===== src/rtl/bufu_pkg.sv =====
// shared constants and types for the buffered uart fifo front end
`default_nettype none

package bufu_pkg;

  localparam int FIFO_DEPTH = 16;
  localparam int PTR_W      = (FIFO_DEPTH > 1) ? $clog2(FIFO_DEPTH) : 1;
  localparam int CNT_W      = $clog2(FIFO_DEPTH + 1);
  localparam int BYTE_W     = 8;
  localparam int CMD_W      = 2;
  localparam int LEVEL_W    = 5;

  typedef logic [CMD_W-1:0]   cmd_t;
  typedef logic [BYTE_W-1:0]  byte_t;
  typedef logic [PTR_W-1:0]   ptr_t;
  typedef logic [CNT_W-1:0]   cnt_t;
  typedef logic [LEVEL_W-1:0] level_t;

  localparam cmd_t CMD_PUT     = 2'd0;
  localparam cmd_t CMD_GET     = 2'd1;
  localparam cmd_t CMD_TX_DONE = 2'd2;
  localparam cmd_t CMD_RX_BYTE = 2'd3;

  // requests from the command decode to one ring fifo
  typedef struct packed {
    logic  push;
    logic  pop;
    byte_t push_data;
  } fifo_ctl_t;

  // ring fifo status back to the command decode
  typedef struct packed {
    logic   full;
    logic   empty;
    byte_t  head_data;
    level_t level_nxt;
  } fifo_sts_t;

endpackage

`default_nettype wire


===== src/rtl/bufu_ram.sv =====
// generic single-write single-read ram with registered read data
`default_nettype none

module bufu_ram #(
  parameter int WIDTH = 8,
  parameter int DEPTH = 16
) (
  input  wire logic                                    clk,
  input  wire logic                                    we,
  input  wire logic [((DEPTH > 1) ? $clog2(DEPTH) : 1)-1:0] waddr,
  input  wire logic [WIDTH-1:0]                        wdata,
  input  wire logic [((DEPTH > 1) ? $clog2(DEPTH) : 1)-1:0] raddr,
  output logic      [WIDTH-1:0]                        rdata
);

  logic [WIDTH-1:0] mem [DEPTH];

  always_ff @(posedge clk) begin
    if (we) begin
      mem[waddr] <= wdata;
    end
    rdata <= mem[raddr];
  end

endmodule

`default_nettype wire


===== src/rtl/bufu_fifo.sv =====
// ring fifo: pointers, fill count, storage ram and head prefetch
`default_nettype none

module bufu_fifo import bufu_pkg::*; (
  input  wire logic      clk,
  input  wire logic      rst_n,
  input  wire fifo_ctl_t ctl,
  output fifo_sts_t      sts
);

  ptr_t  head_r, head_nxt;
  ptr_t  tail_r, tail_nxt;
  cnt_t  fill_r, fill_nxt;
  logic  byp_r, byp_nxt;
  byte_t byp_data_r;
  byte_t ram_rdata;

  function automatic ptr_t wrap_inc(input ptr_t p);
    if (p == PTR_W'(FIFO_DEPTH - 1)) begin
      return '0;
    end
    return p + 1'b1;
  endfunction

  always_comb begin
    head_nxt = ctl.pop ? wrap_inc(head_r) : head_r;
    tail_nxt = ctl.push ? wrap_inc(tail_r) : tail_r;
    fill_nxt = fill_r;
    if (ctl.push && !ctl.pop) begin
      fill_nxt = fill_r + 1'b1;
    end else if (ctl.pop && !ctl.push) begin
      fill_nxt = fill_r - 1'b1;
    end
    // a write to the entry being prefetched must win over the old ram word
    byp_nxt = ctl.push && (tail_r == head_nxt);
  end

  // the read port always fetches the entry at the next head
  bufu_ram #(
    .WIDTH (BYTE_W),
    .DEPTH (FIFO_DEPTH)
  ) u_ram (
    .clk   (clk),
    .we    (ctl.push),
    .waddr (tail_r),
    .wdata (ctl.push_data),
    .raddr (head_nxt),
    .rdata (ram_rdata)
  );

  always_ff @(posedge clk) begin
    if (!rst_n) begin
      head_r <= '0;
      tail_r <= '0;
      fill_r <= '0;
      byp_r  <= 1'b0;
    end else begin
      head_r <= head_nxt;
      tail_r <= tail_nxt;
      fill_r <= fill_nxt;
      byp_r  <= byp_nxt;
    end
  end

  always_ff @(posedge clk) begin
    byp_data_r <= ctl.push_data;
  end

  always_comb begin
    sts.full      = (fill_r == CNT_W'(FIFO_DEPTH));
    sts.empty     = (fill_r == '0);
    sts.head_data = byp_r ? byp_data_r : ram_rdata;
    sts.level_nxt = LEVEL_W'(fill_nxt);
  end

endmodule

`default_nettype wire


===== src/rtl/buffered_uart_tx_rx_fifos_core.sv =====
// buffered uart front end: transmit and receive ring fifos with busy flag
//
// input channel: one beat per command (put byte, get byte, transmit done,
// byte received) with its data byte. output channel: one result beat per
// command carrying the byte handed to the transmit line, the byte read from
// the receive fifo, the put/drop flags, the busy flag and both fill levels.
// a command beat is registered on acceptance, decoded against the fifo state
// once the output register is free, and its result lands in the output
// register at the end of the decode cycle; one beat per cycle is sustained
// while out_stall stays low. each fifo keeps its head byte prefetched from
// its ram, so a pop does not wait on a ram read.
// reset clears pointers, fill counts, the busy flag and both pipeline valid
// bits; fifo storage is not cleared and needs no sweep.
// when the receiver holds out_stall, the result stays put, the registered
// command waits, and in_stall rises once that command cannot move on.
`default_nettype none

module buffered_uart_tx_rx_fifos_core import bufu_pkg::*; (
  input  wire logic   clk,
  input  wire logic   rst_n,
  input  wire logic   in_valid,
  output logic        in_stall,
  input  wire cmd_t   in_command,
  input  wire byte_t  in_data_byte,
  output logic        out_valid,
  input  wire logic   out_stall,
  output logic        out_line_valid,
  output byte_t       out_line_byte,
  output logic        out_read_valid,
  output byte_t       out_read_byte,
  output logic        out_put_accepted,
  output logic        out_rx_dropped,
  output logic        out_busy_flag,
  output level_t      out_tx_level,
  output level_t      out_rx_level
);

  logic  s0_valid_r, s0_valid_nxt;
  cmd_t  s0_cmd_r;
  byte_t s0_data_r;

  logic  out_valid_r, out_valid_nxt;
  logic  sending_r, sending_nxt;
  logic  out_free, adv, in_take;

  fifo_ctl_t tx_ctl, rx_ctl;
  fifo_sts_t tx_sts, rx_sts;

  logic  line_valid, read_valid, put_ok, dropped;
  byte_t line_byte, read_byte;

  assign out_free = !out_valid_r || !out_stall;
  assign adv      = s0_valid_r && out_free;
  assign in_stall = s0_valid_r && !out_free;
  assign in_take  = in_valid && !in_stall;

  always_comb begin
    s0_valid_nxt = s0_valid_r;
    if (in_take) begin
      s0_valid_nxt = 1'b1;
    end else if (adv) begin
      s0_valid_nxt = 1'b0;
    end
    out_valid_nxt = out_valid_r;
    if (adv) begin
      out_valid_nxt = 1'b1;
    end else if (!out_stall) begin
      out_valid_nxt = 1'b0;
    end
  end

  // command decode against the current fifo state
  always_comb begin
    tx_ctl      = '0;
    rx_ctl      = '0;
    tx_ctl.push_data = s0_data_r;
    rx_ctl.push_data = s0_data_r;
    sending_nxt = sending_r;
    line_valid  = 1'b0;
    line_byte   = '0;
    read_valid  = 1'b0;
    read_byte   = '0;
    put_ok      = 1'b0;
    dropped     = 1'b0;
    if (adv) begin
      case (s0_cmd_r)
        CMD_PUT: begin
          if (!tx_sts.full) begin
            put_ok = 1'b1;
            if (sending_r) begin
              tx_ctl.push = 1'b1;
            end else begin
              // idle line takes the byte directly
              sending_nxt = 1'b1;
              line_valid  = 1'b1;
              line_byte   = s0_data_r;
            end
          end
        end
        CMD_GET: begin
          if (!rx_sts.empty) begin
            read_valid = 1'b1;
            read_byte  = rx_sts.head_data;
            rx_ctl.pop = 1'b1;
          end
        end
        CMD_TX_DONE: begin
          if (!tx_sts.empty) begin
            line_valid = 1'b1;
            line_byte  = tx_sts.head_data;
            tx_ctl.pop = 1'b1;
          end else begin
            sending_nxt = 1'b0;
          end
        end
        CMD_RX_BYTE: begin
          if (!rx_sts.full) begin
            rx_ctl.push = 1'b1;
          end else begin
            dropped = 1'b1;
          end
        end
        default: begin
          sending_nxt = sending_r;
        end
      endcase
    end
  end

  bufu_fifo u_tx_fifo (
    .clk   (clk),
    .rst_n (rst_n),
    .ctl   (tx_ctl),
    .sts   (tx_sts)
  );

  bufu_fifo u_rx_fifo (
    .clk   (clk),
    .rst_n (rst_n),
    .ctl   (rx_ctl),
    .sts   (rx_sts)
  );

  always_ff @(posedge clk) begin
    if (!rst_n) begin
      s0_valid_r  <= 1'b0;
      out_valid_r <= 1'b0;
      sending_r   <= 1'b0;
    end else begin
      s0_valid_r  <= s0_valid_nxt;
      out_valid_r <= out_valid_nxt;
      sending_r   <= sending_nxt;
    end
  end

  always_ff @(posedge clk) begin
    if (in_take) begin
      s0_cmd_r  <= in_command;
      s0_data_r <= in_data_byte;
    end
    if (adv) begin
      out_line_valid   <= line_valid;
      out_line_byte    <= line_byte;
      out_read_valid   <= read_valid;
      out_read_byte    <= read_byte;
      out_put_accepted <= put_ok;
      out_rx_dropped   <= dropped;
      out_busy_flag    <= sending_nxt;
      out_tx_level     <= tx_sts.level_nxt;
      out_rx_level     <= rx_sts.level_nxt;
    end
  end

  assign out_valid = out_valid_r;

endmodule

`default_nettype wire


===== config.mk =====
export PLATFORM = sky130hd
export DESIGN_NAME = buffered_uart_tx_rx_fifos_core
export DESIGN_NICKNAME = d
export VERILOG_FILES = /design/src/rtl/bufu_pkg.sv /design/src/rtl/bufu_ram.sv /design/src/rtl/bufu_fifo.sv /design/src/rtl/buffered_uart_tx_rx_fifos_core.sv
export SDC_FILE = /design/constraint.sdc
export NUM_CORES = 1
export LEC_CHECK = 0
export ABC_AREA = 0
export CAP_MARGIN = 10
export CORE_MARGIN = 2
export CORE_UTILIZATION = 30
export DETAILED_ROUTE_END_ITERATION = 8
export DONT_BUFFER_PORTS = 1
export PLACE_DENSITY = 0.41
export SLEW_MARGIN = 20
export SYNTH_ARGS = -nofsm -noshare
export SYNTH_HDL_FRONTEND = slang
export SYNTH_SLANG_ARGS = --single-unit

===== constraint.sdc =====
create_clock -name clk -period 4.5 [get_ports clk]
set_input_delay 0.45 -clock clk [delete_from_list [all_inputs] [get_ports clk]]
set_output_delay 0.45 -clock clk [all_outputs]
set_load 0.01 [all_outputs]

-- After elaboration in Yosys (flattened, before gate mapping)
Memory sizes are Yosys's and may differ from the RTL's. A register that Yosys moved wholly into a read port is not among the register bits.
Index checks and enable logic that the tools add are counted.
- mux-type cells: 52
- bitwise gates (word level): 1
- shift operators: 0
- equal/unequal tests: 12
- div/mod/pow operators: 0
- add/sub/neg operators: 8
- magnitude comparators: 0
- reductions and logical operators: 23
- $mul: 0
- operators with widths (kind ; count):
    two-way mux 4 bit ; 10
    two-way mux 8 bit ; 5
    two-way mux 1 bit ; 28
    two-way mux 5 bit ; 4
    adder 4 x 1 -> 4 bit (second input constant) ; 4
    == test 4 bit (second input constant) ; 4
    case mux 8 bit (2 select lines) ; 1
    adder 5 x 1 -> 5 bit (second input constant) ; 2
    == test 5 bit (second input constant) ; 2
    logical NOT 5 bit ; 2
    subtractor 5 x 1 -> 5 bit (second input constant) ; 2
    logical AND 1 bit ; 9
    == test 4 bit ; 2
    logical NOT 1 bit ; 8
    == test 2 bit (second input constant) ; 2
    two-way mux 2 bit ; 2
    case mux 1 bit (2 select lines) ; 2
    == test 2 x 1 -> 1 bit (second input constant) ; 1
    logical NOT 2 bit ; 1
    != test 2 x 1 -> 1 bit (second input constant) ; 1
    nonzero test 2 bit ; 1
    OR reduction 2 bit ; 1
    logical OR 1 bit ; 1
    NOT 1 bit ; 1
- bits in read-only memories: 0
- output and inout port bits: 33
- bits in writable memories: 256
- memories kept: 2
- flip-flop bits (word level): 80
- input bits: 14
- word-level logic and storage cells: 121
- latch bits: 0
- memory list (name ; words ; width ; read ports ; clocked after Yosys merged registers in ; wr ports ; RTL line ; RTL):
    u_rx_fifo.u_ram.mem ; 16 ; 8 ; 1 ; 1 ; 1 ; bufu_ram.sv:16 ; logic [WIDTH-1:0] mem [DEPTH];
    u_tx_fifo.u_ram.mem ; 16 ; 8 ; 1 ; 1 ; 1 ; bufu_ram.sv:16 ;

-- Depth between registers and ports, before layout
- depth after elaboration: 8
- mapped depth: 11
- mapped depth without buffers: 9

-- Modules after synthesis
A second synthesis with hierarchy kept.
- cells, all modules: 750
- area, all modules: 13957.1 um2
- modules (own cells, without submodules) (module ; area each (um2) ; seq. area each (um2) ; times used ; cells each):
    bufu_ram ; 5147.4 ; 4003.8 ; 2 ; 229
    bufu_fifo ; 1026.0 ; 440.4 ; 2 ; 102
    buffered_uart_tx_rx_fifos_core ; 1610.3 ; 1291.2 ; 1 ; 88

-- Worst setup path before layout
No wires, ideal clock.
- path type: flip-flop to flip-flop
- from: reg u_rx_fifo.fill_r[0]
- to: mem u_rx_fifo.u_ram.mem[3][0] (enable)
- data arrival time: 2.273 ns
- required time: 4.117 ns
- setup time: 0.383 ns
- cell stages (with the launch flop): 8
- buffers on the path: 1
- setup slack: 1.843 ns
- period minus slack after synthesis: 2.657 ns
- path through: dfxtp_1 > inv_1 > ha_1 > nor3b_1 > a211oi_1 > clkbuf_1 > nand2_1 > nor3_1
- cells in the longest elaborated chain, start to end: 6
- ends and longest elaborated chain (what ; RTL line ; RTL):
    from (decl) ; bufu_fifo.sv:13 ; cnt_t fill_r, fill_nxt;
    from (signal assigned) ; bufu_fifo.sv:60 ; fill_r <= fill_nxt;
    == test 5 bit ; bufu_fifo.sv:70 ; sts.full = (fill_r == CNT_W'(FIFO_DEPTH));
    two-way mux 1 bit ; buffered_uart_tx_rx_fifos_core.sv:117 ; if (!rx_sts.full) begin
    two-way mux 1 bit ; buffered_uart_tx_rx_fifos_core.sv:86 ; case (s0_cmd_r)
    two-way mux 2 bit ; buffered_uart_tx_rx_fifos_core.sv:85 ; if (adv) begin
    two-way mux 1 bit ; bufu_ram.sv:19 ; if (we) begin
    two-way mux 1 bit (implied by the code) ; bufu_ram.sv:20 ; mem[waddr] <= wdata;
    to (decl) ; bufu_ram.sv:16 ;
Every way passes these cells.

-- Worst setup path in the final report
- from: reg u_tx_fifo.fill_r[1]
- to: reg u_tx_fifo.byp_r
- cells in the longest elaborated chain, start to end: 7
- elaborated cells between the ends (all ways): 10
- classes of those cells: eq/ne (2); mux (6); reduce/logical (2)
- ends and longest elaborated chain (what ; RTL line ; RTL):
    from (decl) ; bufu_fifo.sv:13 ;
    from (signal assigned) ; bufu_fifo.sv:60 ;
    logical NOT 5 bit ; bufu_fifo.sv:71 ; sts.empty = (fill_r == '0);
    two-way mux 1 bit ; buffered_uart_tx_rx_fifos_core.sv:108 ; if (!tx_sts.empty) begin
    two-way mux 1 bit ; buffered_uart_tx_rx_fifos_core.sv:86 ;
    two-way mux 2 bit * ; buffered_uart_tx_rx_fifos_core.sv:85 ;
    two-way mux 4 bit ; bufu_fifo.sv:26 ; head_nxt = ctl.pop ? wrap_inc(head_r) : head_r;
    == test 4 bit ; bufu_fifo.sv:35 ; byp_nxt = ctl.push && (tail_r == head_nxt);
    logical AND 1 bit * ; bufu_fifo.sv:35 ;
    to (signal assigned) ; bufu_fifo.sv:61 ; byp_r <= byp_nxt;
    to (decl) ; bufu_fifo.sv:14 ; logic byp_r, byp_nxt;
Mark *: on every way between the ends. The rest lies on a longest branch, timed or not.
A chain may end at the register's enable or synchronous reset.

==> results_dict.tcl <==
set metrics [dict create \
    tritoncts "built" \
    hold_path.startpoint "rst_n" \
    gr-total-overflow 0 \
    netlist.top_cell.by_area "edfxtp_1" \
    synth-edff-count 297 \
    fmax_ghz 0.3091 \
    maxSlewViolCount 0 \
    cts_buffers 42 \
    drcViolationCount 0 \
    die_h_um 240.2 \
    grt_pass1_vias 10700 \
    drv_cap 0 \
    area_growth_syn_to_layout_pct 13.86 \
    placementRows 86 \
    diodes 0 \
    power_density_nw_per_um2 393.3 \
    htreeDepth 2 \
    cts.clk_slew.worst_paths_ns 0.06 \
    grt_antenna_before_repair 0 \
    cts_resized 0 \
    first_pass_iters 5 \
    cts_root_buffer "clkbuf_16" \
    ys_warn_count 0 \
    skew_ns 0.01760 \
    grt_pass1_wl_um 70930 \
    synth_nets 1444 \
    maxSlewHeadroom_pct 29.25 \
    synth.top_cells.by_area "edfxtp_1, mux2i_1, nand2_1, dfxtp_1, a21oi_1" \
    rsz0062_at_grt "no" \
    crit_required_ns 4.92 \
    p_leak_nw 6.763 \
    syn_area_per_cell_um2 11.82 \
    start_util_pct 30.38 \
    synthArstFlopShare_pct 0 \
    status "finished clean" \
    setup_tns_ns 0 \
    io_pins 47 \
    hold_class "input port to flop" \
    cts_setup_buffers 0 \
    clockBufferDepth 3 \
    ys_seq_area_share_pct 59.87 \
    crit_fanout 28 \
    routed_wl_um 48040 \
    drt-wirelength-per-cell_um 21.97 \
    report.final.setup_viol 0 \
    drt_iter0_markers 839 \
    dp.cells 2094 \
    period_needed_ns 3.235 \
    synth_top_area_share_pct 53.29 \
    fin_cells 2187 \
    peakVddDrop_mv 0.2281 \
    via_per_inst 5.128 \
    critPathLaunch "u_tx_fifo.fill_r[1]" \
    grt_usage_pct 16.66 \
    synth-seq-cells 352 \
    cp-end-kind "flop" \
    final_cell_mix "nand2_1, edfxtp_1, mux2i_1" \
    ant_nets 0 \
    port-buffer-count 0 \
    dr_total_vias 11210 \
    coreArea_um2 55090 \
    nets 1434 \
    gp_congestion 0.7253 \
    grt_max_degree 70 \
    path_class "flop to flop" \
    r2r-start "u_tx_fifo.fill_r[1]" \
    period_share_pct 71.89 \
    start_kind "flop" \
    dieArea_um2 57690 \
    clock_latency_ns 0.57 \
    finalPower_mw 7.494 \
    arrival_ns 3.66 \
    netlist_area_um2 16740 \
    cts.sinks 352 \
    synth_cells 1416 \
    synth_ff_type "edfxtp_1" \
    drive_above_1_share_pct 8.200 \
    final_hold_viol_count 0 \
    chipWidth_um 240.2 \
    post-dp-hpwl_um 27670 \
    tightest_slew_ns 1.056 \
    ys_types 64 \
]
## through the flow
| step | area (um^2) | setup WS, ns | hold slack, ns | util (%) |
|---|---|---|---|---|
| final | 19060 | 1.265 | 0.03402 | 34.59 |
| after global placement | 17460 | 1.227 | 0.4782 | 31.70 |
| after floorplan | 16740 | 1.843 | 0.4629 | - |
| after global routing | 19060 | 1.003 | 0.004159 | 34.59 |
| after CTS | 19040 | 1.219 | 0.004023 | 34.57 |
| after detailed placement | 17470 | 1.171 | 0.5126 | 31.71 |
## state kept, by name (all words and copies together) (netlist names), 2 cells and up
register,count
s0_data_r,8
u_rx_fifo.fill_r,5
u_tx_fifo.head_r,4
u_rx_fifo.byp_data_r,8
out_line_byte,8
s0_cmd_r,2
out_read_byte,8
u_rx_fifo.u_ram.rdata,8
u_tx_fifo.tail_r,4
u_tx_fifo.u_ram.rdata,8
out_rx_level,5
u_rx_fifo.tail_r,4
out_tx_level,5
u_rx_fifo.head_r,4
u_rx_fifo.u_ram.mem,128
u_tx_fifo.fill_r,5
u_tx_fifo.u_ram.mem,128
## Yosys cell counts, drive strengths merged, types with 2 or more instances
cell / instances
nand2: 298
a32oi: 48
a31oi: 18
nor2: 32
o22ai: 9
nor3b: 2
nor3: 12
nor4b: 2
ha: 14
a32o: 16
a22oi: 2
a22o: 9
edfxtp: 297
nand3: 12
xor2: 2
dfxtp: 55
mux2i: 160
nand4: 4
a221o: 8
a311oi: 15
a41oi: 3
xnor2: 14
buf: 62
and2: 57
inv: 13
and3: 7
a21oi: 94
clkbuf: 42
a21boi: 4
nor4: 4
a221oi: 7
o21a: 2
or4b: 3
o21ai: 32
and4: 2
nand2b: 4
a211oi: 30
nor2b: 13
## per-layer routing
metal  part of all wire, %  track usage, %
met4                   2.1           4.385
met5                     0               0
met3                   4.7           3.111
met2                    46           26.13
met1                    47           23.56
## critical path, stage by stage (launching register included)
cell,delay [ns]
dfxtp_1,0.36
inv_1,0.08
ha_1,0.21
or4b_4,0.53
nand3_2,0.14
mux2i_4,0.79
buf_12,0.31
xnor2_1,0.14
nand3_1,0.09
a2111oi_1,0.44
## final cells by class
type                       instances  area [um^2]
multi-input combinational        947         6141
inverter                          13        48.80
fill                            5452        36040
timing repair buffer              50        478.0
clock inverter                    22        262.8
tap                              748        935.9
sequential                       352        10030
clock buffer                      55         1162
## where the power goes
group / total [mW] / internal, mW / switching, mW
Sequential: 3.62 / 3.58 / 0.0428
Clock: 3.55 / 2.16 / 1.38
Combinational: 0.325 / 0.112 / 0.213
## worst paths after layout
| check | to | slack, ns | cells after the start |
|---|---|---|---|
| worst max-delay path | u_tx_fifo.byp_r | 1.26 | 9 |
| worst min-delay path | u_rx_fifo.tail_r[0] | 0.03 | 1 |
| worst max register to register | u_tx_fifo.byp_r | 1.26 | 9 |
| worst min register to register | out_valid | 0.51 | 2 |
## what timing repair did
item	4_1_cts	5_1_grt
setup endpoints to repair	0	0
hold buffers	15	1
hold endpoints to repair	32	2
## kinds of logic (layout without fill, tap and decap cells)
logic type                 after synthesis  count (layout)  share of synthesized area, %
xor gates and xnor gates                16              16                        0.8374
and+or+nand+nor                        456             456                         12.46
muxes                                  160             160                         9.592
AOI/OAI and AO/OA                      301             301                         12.54
adders and majority gates               14              14                         1.047
DFF                                    352             352                         59.87
buffers and inverters                  117             140                         3.656
No activity file was read; power rests on OpenSTA's default activity.
